[src/rtl/core/assert_macros.svh]
// Assertion helpers shared by the RTL.
`ifndef ASSERT_MACROS_SVH
`define ASSERT_MACROS_SVH

// Checked at every rising clk_i edge, off while rst_ni is low.
`define SLE_ASSERT(label, prop, msg) \
  label: assert property (@(posedge clk_i) disable iff (!rst_ni) (prop)) else $error(msg);

// Property that must never hold.
`define SLE_ASSERT_NEVER(label, prop, msg) \
  label: assert property (@(posedge clk_i) disable iff (!rst_ni) !(prop)) else $error(msg);

`endif

[src/rtl/core/sle_pkg.sv]
`timescale 1ns / 1ps
`default_nettype none
package sle_pkg;

  localparam int unsigned DefCapacity = 16;

  // command codes
  localparam logic [2:0] CMD_APPEND  = 3'd0;
  localparam logic [2:0] CMD_INSERT  = 3'd1;
  localparam logic [2:0] CMD_DEL_HD  = 3'd2;
  localparam logic [2:0] CMD_SEARCH  = 3'd3;
  localparam logic [2:0] CMD_DEL_KEY = 3'd4;

  // status codes
  localparam logic [1:0] STAT_OK        = 2'd0;
  localparam logic [1:0] STAT_EMPTY     = 2'd1;
  localparam logic [1:0] STAT_NOT_FOUND = 2'd2;
  localparam logic [1:0] STAT_FULL      = 2'd3;

  typedef struct packed {
    logic [2:0]         command;
    logic signed [31:0] operand;
  } sle_cmd_t;

  typedef struct packed {
    logic [1:0]         status;
    logic signed [31:0] removed_value;
    logic [4:0]         position;
    logic [4:0]         entry_count;
  } sle_res_t;

  // what every cell does in a cycle
  typedef enum logic [2:0] {
    OP_HOLD,
    OP_LOAD,
    OP_SHIFT,
    OP_INSERT,
    OP_REMOVE
  } cell_op_e;

  typedef struct packed {
    cell_op_e op;
    logic     cmp_ge;   // load flag on entry >= key, else on entry == key
  } cell_ctl_t;

endpackage
`default_nettype wire

[src/rtl/core/sle_cell.sv]
`timescale 1ns / 1ps
`default_nettype none
module sle_cell #(
  parameter int unsigned INDEX = 0,
  parameter int unsigned CW    = 5
) (
  input  wire logic               clk_i,
  input  wire logic               rst_ni,
  input  wire sle_pkg::cell_ctl_t ctl_i,
  input  wire logic [CW-1:0]      idx_i,
  input  wire logic [CW-1:0]      count_i,
  input  wire logic signed [31:0] key_i,
  input  wire logic signed [31:0] prev_val_i,
  input  wire logic signed [31:0] next_val_i,
  input  wire logic               next_flag_i,
  output logic signed [31:0]      val_o,
  output logic                    flag_o
);
  import sle_pkg::*;

  localparam logic [CW-1:0] MyIdx = CW'(INDEX);

  logic signed [31:0] val_q, val_d;
  logic               flag_q, flag_d;

  always_comb begin
    val_d  = val_q;
    flag_d = flag_q;
    unique case (ctl_i.op)
      OP_HOLD: begin
      end
      OP_LOAD: begin
        flag_d = (MyIdx < count_i) &&
                 (ctl_i.cmp_ge ? !(val_q < key_i) : (val_q == key_i));
      end
      OP_SHIFT: begin
        flag_d = next_flag_i;
      end
      OP_INSERT: begin
        if (MyIdx == idx_i) begin
          val_d = key_i;
        end else if (MyIdx > idx_i) begin
          val_d = prev_val_i;
        end
      end
      OP_REMOVE: begin
        if (MyIdx >= idx_i) begin
          val_d = next_val_i;
        end
      end
      default: begin
      end
    endcase
  end

  always_ff @(posedge clk_i) begin
    val_q <= val_d;
  end

  always_ff @(posedge clk_i or negedge rst_ni) begin
    if (!rst_ni) begin
      flag_q <= 1'b0;
    end else begin
      flag_q <= flag_d;
    end
  end

  assign val_o  = val_q;
  assign flag_o = flag_q;

endmodule
`default_nettype wire

[src/rtl/core/sorted_list_engine_top.sv]
`timescale 1ns / 1ps
`default_nettype none
// Sorted list engine: bounded ordered list of signed 32-bit values.
// Command channel: an item (command, operand) is taken at a rising edge with
// start_i high and busy_o low. Result channel: res_valid_o is high for exactly
// one cycle with res_o; the receiver cannot stall it and needs no handshake.
// The list lives in a row of CAPACITY cells, one entry each, head in cell 0.
// On accept every cell compares its entry with the operand at once and keeps
// a match flag. Searching commands then shift the flags toward the head one
// cell per cycle until cell 0 shows a hit or the end of the list is reached;
// insert and remove move the entries from the write position on by one cell.
// Scan length, counted from the accept edge:
//   append, delete head, unknown codes, and any full/empty case: done in
//   the first scan step, result strobe in the cycle after that.
//   ordered insert, search, delete by key: busy until the scan index is p,
//   the 0-based hit position, or the entry count when there is no hit.
// The next item may be started while the previous result strobe is out.
// The flag shift through the cell row is what sets the scan length.
// Reset (rst_ni low, async) empties the list and clears the strobe; entry
// storage is not cleared, entries beyond the count are never read.
module sorted_list_engine_top #(
  parameter int unsigned CAPACITY = sle_pkg::DefCapacity
) (
  input  wire logic        clk_i,
  input  wire logic        rst_ni,
  input  wire logic        start_i,
  output logic             busy_o,
  input  wire sle_pkg::sle_cmd_t cmd_i,
  output logic             res_valid_o,
  output sle_pkg::sle_res_t res_o
);
  import sle_pkg::*;

  localparam int unsigned CW = $clog2(CAPACITY + 1);
  localparam int unsigned XW = (CW > 5) ? CW : 5;
  localparam logic [CW-1:0] CapVal = CW'(CAPACITY);

  // control states
  localparam logic S_IDLE = 1'b0;
  localparam logic S_SCAN = 1'b1;

  logic               state_q, state_d;
  logic [2:0]         cmd_q, cmd_d;
  logic signed [31:0] key_q, key_d;
  logic [CW-1:0]      idx_q, idx_d;     // scan position, also the write index
  logic [CW-1:0]      count_q, count_d;
  logic               res_valid_q, res_valid_d;
  sle_res_t           res_q, res_d;

  cell_ctl_t          ctl;
  logic [CW-1:0]      cell_idx;
  logic signed [31:0] cell_key;
  logic signed [31:0] val_w [CAPACITY];
  logic               flag_w [CAPACITY];

  logic               accept;
  logic               done;
  logic [1:0]         st;
  logic signed [31:0] removed;
  logic [CW-1:0]      pos;
  logic [XW-1:0]      pos_x, count_x;

  assign accept = start_i && (state_q == S_IDLE);
  assign busy_o = (state_q != S_IDLE);
  assign cell_key = (state_q == S_IDLE) ? cmd_i.operand : key_q;

  always_comb begin
    state_d  = state_q;
    cmd_d    = cmd_q;
    key_d    = key_q;
    idx_d    = idx_q;
    count_d  = count_q;
    ctl.op   = OP_HOLD;
    ctl.cmp_ge = 1'b0;
    cell_idx = idx_q;
    done     = 1'b0;
    st       = STAT_OK;
    removed  = '0;
    pos      = '0;

    unique case (state_q)
      S_IDLE: begin
        if (accept) begin
          // every cell grabs its compare flag from the incoming operand
          ctl.op     = OP_LOAD;
          ctl.cmp_ge = (cmd_i.command == CMD_INSERT);
          cmd_d      = cmd_i.command;
          key_d      = cmd_i.operand;
          idx_d      = '0;
          state_d    = S_SCAN;
        end
      end
      S_SCAN: begin
        unique case (cmd_q)
          CMD_APPEND: begin
            done = 1'b1;
            if (count_q == CapVal) begin
              st = STAT_FULL;
            end else begin
              ctl.op   = OP_INSERT;
              cell_idx = count_q;
              count_d  = count_q + 1'b1;
            end
          end
          CMD_INSERT: begin
            priority if (count_q == CapVal) begin
              done = 1'b1;
              st   = STAT_FULL;
            end else if (flag_w[0] || (idx_q == count_q)) begin
              done    = 1'b1;
              ctl.op  = OP_INSERT;
              count_d = count_q + 1'b1;
            end else begin
              ctl.op = OP_SHIFT;
              idx_d  = idx_q + 1'b1;
            end
          end
          CMD_DEL_HD: begin
            done = 1'b1;
            if (count_q == '0) begin
              st = STAT_EMPTY;
            end else begin
              removed  = val_w[0];
              ctl.op   = OP_REMOVE;
              cell_idx = '0;
              count_d  = count_q - 1'b1;
            end
          end
          CMD_SEARCH, CMD_DEL_KEY: begin
            priority if (count_q == '0) begin
              done = 1'b1;
              st   = STAT_EMPTY;
            end else if (idx_q == count_q) begin
              done = 1'b1;
              st   = STAT_NOT_FOUND;
            end else if (flag_w[0]) begin
              done = 1'b1;
              if (cmd_q == CMD_SEARCH) begin
                pos = idx_q + 1'b1;
              end else begin
                // a match means the entry equals the key
                removed = key_q;
                ctl.op  = OP_REMOVE;
                count_d = count_q - 1'b1;
              end
            end else begin
              ctl.op = OP_SHIFT;
              idx_d  = idx_q + 1'b1;
            end
          end
          default: begin
            done = 1'b1;
          end
        endcase
        if (done) begin
          state_d = S_IDLE;
        end
      end
      default: begin
        state_d = S_IDLE;
      end
    endcase
  end

  // result formatting; position and count keep their low five bits
  always_comb begin
    pos_x   = XW'(pos);
    count_x = XW'(count_d);
    res_valid_d         = done;
    res_d.status        = st;
    res_d.removed_value = removed;
    res_d.position      = pos_x[4:0];
    res_d.entry_count   = count_x[4:0];
  end

  // cell row
  for (genvar i = 0; i < CAPACITY; i++) begin : g_cell
    logic signed [31:0] prev_v, next_v;
    logic               next_f;
    if (i == 0) begin : g_head
      assign prev_v = cell_key;
    end else begin : g_mid
      assign prev_v = val_w[i-1];
    end
    if (i == CAPACITY - 1) begin : g_tail
      assign next_v = '0;
      assign next_f = 1'b0;
    end else begin : g_body
      assign next_v = val_w[i+1];
      assign next_f = flag_w[i+1];
    end
    sle_cell #(
      .INDEX (i),
      .CW    (CW)
    ) u_cell (
      .clk_i       (clk_i),
      .rst_ni      (rst_ni),
      .ctl_i       (ctl),
      .idx_i       (cell_idx),
      .count_i     (count_q),
      .key_i       (cell_key),
      .prev_val_i  (prev_v),
      .next_val_i  (next_v),
      .next_flag_i (next_f),
      .val_o       (val_w[i]),
      .flag_o      (flag_w[i])
    );
  end

  always_ff @(posedge clk_i or negedge rst_ni) begin
    if (!rst_ni) begin
      state_q     <= S_IDLE;
      count_q     <= '0;
      idx_q       <= '0;
      res_valid_q <= 1'b0;
    end else begin
      state_q     <= state_d;
      count_q     <= count_d;
      idx_q       <= idx_d;
      res_valid_q <= res_valid_d;
    end
  end

  always_ff @(posedge clk_i) begin
    cmd_q <= cmd_d;
    key_q <= key_d;
    res_q <= res_d;
  end

  assign res_valid_o = res_valid_q;
  assign res_o       = res_q;

`include "assert_macros.svh"

  `SLE_ASSERT(a_count_bound, count_q <= CapVal, "entry count above capacity")
  `SLE_ASSERT(a_idx_bound, (state_q == S_SCAN) |-> (idx_q <= count_q), "scan ran past the list")
  `SLE_ASSERT(a_accept_scan, accept |=> (state_q == S_SCAN), "accepted item did not start")
  `SLE_ASSERT_NEVER(a_strobe_src, res_valid_q && ($past(state_q) != S_SCAN), "result without work")

endmodule
`default_nettype wire
[config.mk]
export PLATFORM = sky130hd
export DESIGN_NAME = sorted_list_engine_top
export DESIGN_NICKNAME = d
export VERILOG_FILES = /design/src/rtl/core/sle_pkg.sv /design/src/rtl/core/sle_cell.sv /design/src/rtl/core/sorted_list_engine_top.sv
export VERILOG_INCLUDE_DIRS = /design/src /design/src/rtl/core
export SDC_FILE = /design/constraint.sdc
export NUM_CORES = 2
export LEC_CHECK = 0
export ABC_AREA = 1
export BUFFER_PORTS_ARGS = -buffer_cell sky130_fd_sc_hd__buf_2
export CAP_MARGIN = 20
export CORE_MARGIN = 3
export CORE_UTILIZATION = 65
export DETAILED_ROUTE_END_ITERATION = 6
export PLACE_DENSITY = 0.82
export SETUP_SLACK_MARGIN = 0.15
export SLEW_MARGIN = 20
export SYNTH_ARGS = -nofsm -noshare
export SYNTH_HDL_FRONTEND = slang
export SYNTH_SLANG_ARGS = --single-unit
export TNS_END_PERCENT = 100
[constraint.sdc]
create_clock -name clk_i -period 11.4 [get_ports clk_i]
set_input_delay 1.14 -clock clk_i [delete_from_list [all_inputs] [get_ports clk_i]]
set_output_delay 1.14 -clock clk_i [all_outputs]
set_load 0.01 [all_outputs]
==> results.py <==
metrics = {
    "outcome": {
        "status": "finished clean",
    },
    "floorplanning": {
        "dieWidth_um": 271,
        "io_pins": 84,
        "design.core.area_um2": 68900,
        "initial_core_util_pct": 66.1,
        "fp.dieH_um": 271,
        "die_area_um2": 73300,
        "std_cell_rows": 96,
    },
    "final_layout": {
        "num-fill-cells": 5605,
        "multiInputGateArea_um2": 24500,
        "drive_above_1_share_pct": 5.67,
        "synthToLayoutAreaGrowth_pct": 7.01,
        "instances_no_fill": 6943,
        "ff_latch_area_um2": 18000,
        "layout.nets": 6512,
    },
    "grt": {
        "busiest_layer": "met2",
        "gr-usage-met1_pct": 45.0,
        "grt_start_max_net_pins": 220,
        "grt_pass1_wl_mm": 200,
        "grt_remaining_overflow": 0,
        "antenna_found_initial": 1,
        "grt_use_total_pct": 33.4,
        "met2_usage_pct": 54.3,
        "grt_pass1_vias": 38961,
        "grt_use_met3_pct": 4.95,
    },
    "sta": {
        "finalCritPeriodShare_pct": 44.8,
        "rsz0062_at_grt": "no",
        "setup_viol": 0,
        "finalSetupTns_ns": 0,
        "setup_slack_ns": 6.29,
        "drv_slew": 0,
        "period_needed_ns": 5.11,
        "hold_violations": 0,
        "max_freq_mhz": 196,
        "fin_worst_skew_ns": 0.0255,
        "tightestPinTransition_ns": 1.09,
        "slew_headroom_pct": 26.9,
    },
    "power": {
        "total_power_w": 0.0110,
        "ir_drop_uv": 159,
        "power.density_nw_per_um2": 225,
        "p_leak_nw": 23.6,
    },
    "clock_network": {
        "postCtsSetupBuffers": 0,
        "cts_tree": "done",
        "root_buffer": "clkbuf_16",
        "ctsHoldBuffers": 0,
        "cts_buffers": 73,
        "clk_pin_slew_worst_paths_ns": 0.06,
        "clock-sinks": 619,
        "cts_max_level": 3,
        "cts_max_path_buffers": 3,
        "cts-resized-gates": 0,
        "clock_latency_ns": 0.62,
    },
    "synth": {
        "ys_types": 44,
        "yosys_warnings": 0,
        "yosys_most_used_dff": "edfxtp_1",
        "yosysTopAreaCellShare_pct": 36.1,
        "synth-seq-area-share_pct": 39.5,
        "syn_inst": 6040,
        "synth_area_per_cell_um2": 7.54,
        "synth_nets": 6595,
        "synth_top_area_cell": "edfxtp_1",
        "synth.top_cells.by_area": "edfxtp_1, nand2_1, ha_1",
        "syn_area_um2": 45500,
        "async_reset_ff_share_pct": 4.52,
        "synth-edff-count": 547,
        "synth-seq-cells": 619,
    },
    "placement": {
        "hpwl_mm": 89.3,
        "pre_cts_ws_ns": 6.41,
        "place_congestion": 0.908,
        "port_buffers": 83,
        "dp.cells": 6812,
    },
    "setup_path": {
        "worst-path-stages": 12,
        "critical_path_buf_inv_count": 5,
        "critPathRequiredTime_ns": 11.71,
        "critPathMaxFanout": 147,
        "r2r_cells": 12,
        "endpoint_kind": "register",
        "critPathLaunchType": "register",
        "timing.critical_path.cells": "inv_1 -> ha_1 -> nand2_2 -> nor2_4 -> inv_2 -> buf_4 -> nand2_1 -> nand2_1 -> nand2_8 -> inv_8 -> buf_4 -> o21ai_0",
        "critPathKind": "register to register",
        "crit_family": "buffers and inverters",
        "cp_slowest_cell": "buf_4",
        "critical_path_arrival_ns": 5.42,
        "max_stage_delay_ns": 0.88,
    },
    "routing": {
        "ant_nets": 0,
        "num_vias": 40819,
        "drt_iter0_drc": 4405,
        "wl_per_cell_um": 18.0,
        "drc": 0,
        "viasPerCell": 5.88,
        "first_pass_iters": 6,
        "routed_wl_mm": 125,
    },
    "run": {
        "cap_viol_max_count": 0,
    },
    "hold_path": {
        "hold_path_class": "register to register",
        "whs_path_depth": 2,
    },
}
[synth_stat cells (3+ instances only)]
library cell	instances
nand4_1	201
o22ai_1	8
nor3b_1	4
o21ai_0	237
nor2_1	287
dfxtp_1	44
o211ai_1	3
a21o_1	17
clkbuf_1	118
a21oi_1	298
nor2_2	3
xor2_1	4
buf_1	31
nand3b_1	6
nand2_2	6
dfrtp_1	28
nand3_1	422
ha_1	517
buf_4	22
inv_2	6
nand3_2	4
nand2_1	2444
nor3_1	6
nand2_4	5
buf_6	5
nor4_1	10
nand3_4	4
buf_2	138
inv_1	482
edfxtp_1	547
o21ai_1	83
nor2_4	5
o21a_1	29
[flip-flops by register name (all words and copies together), names as in the netlist]
signal and count:
busy_o 1, cmd_q 3, count_q 5, g_cell.u_cell.flag_o 16
g_cell.u_cell.val_o 512, idx_q 5, key_q 32, res_o 44
res_valid_o 1
[layout make-up]
| class | instances | area share [%] |
|---|---|---|
| Multi-Input combinational cell | 4614 | 50.2 |
| Sequential cell | 619 | 37.0 |
| Clock buffer | 101 | 4.26 |
| Inverter | 491 | 3.81 |
| Tap cell | 931 | 2.39 |
| Timing Repair Buffer | 158 | 2.12 |
| Clock inverter | 26 | 0.236 |
| Antenna cell | 3 | 0.0154 |
[cells in the final DEF (no fill, tap or decap), drive strengths merged, types with 4 or more instances in the layout]
cell type	n
edfxtp	547
dfxtp	44
nor4	10
buf	158
nor3b	4
a21o	17
dfrtp	28
o21a	29
inv	492
a21oi	299
o21ai	321
nand3b	6
xor2	4
o22ai	8
ha	517
nor3	7
nand2	2455
clkinv	25
nor2	297
clkbuf	101
nand4	201
nand3	430
[tightest hold or removal path, cell delays in order (launching register included)]
cell and delay (ns):
dfrtp_1 0.35, nand2_1 0.06, nand2_1 0.06
[logic make-up (layout without fill, tap and decap cells)]
family,count (synthesis),in the layout,synth area share (%)
and+or+nand+nor,3410,3410,31.0
xor gates and xnor gates,6,6,0.115
other,0,3,0
AOI/OAI and AO/OA,681,681,7.83
buffers and inverters,807,776,7.31
DFF,619,619,39.5
adders and majority gates,517,517,14.2
[layer usage]
layer | wire length (um) | part of all wire (%)
met5 | 0 | 0
met1 | 52300 | 42
met3 | 11400 | 9.2
met4 | 4710 | 3.8
met2 | 56300 | 45
[metrics by stage]
step | cell area [um2] | hold WS [ns] | utilization [%]
floorplan | 45500 | 0.449 | -
global placement | 46500 | 0.467 | 67.4
detailed placement | 46500 | 0.490 | 67.4
CTS | 48700 | 0.503 | 70.6
global route | 48700 | 0.554 | 70.7
finish | 48700 | 0.502 | 70.7
[worst paths after layout]
kind                            slack (ns)                    endpoint                     start
worst max-delay path                  6.29  g_cell[0].u_cell.val_o[26]                count_q[1]
worst min-delay path                  0.50    g_cell[15].u_cell.flag_o  g_cell[15].u_cell.flag_o
worst max register to register        6.29  g_cell[0].u_cell.val_o[26]                count_q[1]
worst min register to register        0.50    g_cell[15].u_cell.flag_o  g_cell[15].u_cell.flag_o
max in group asynchronous            10.28                      busy_o                    rst_ni
min in group asynchronous             0.58     g_cell[4].u_cell.flag_o                    rst_ni
[power breakdown]
part	total (W)	internal (W)	switching, W
clock network	0.00221	0.00126	0.000950
logic	0.00525	0.00165	0.00360
registers	0.00352	0.00318	0.000343
total	0.0110	0.00610	0.00489
No activity file was read; power rests on OpenSTA's default activity.
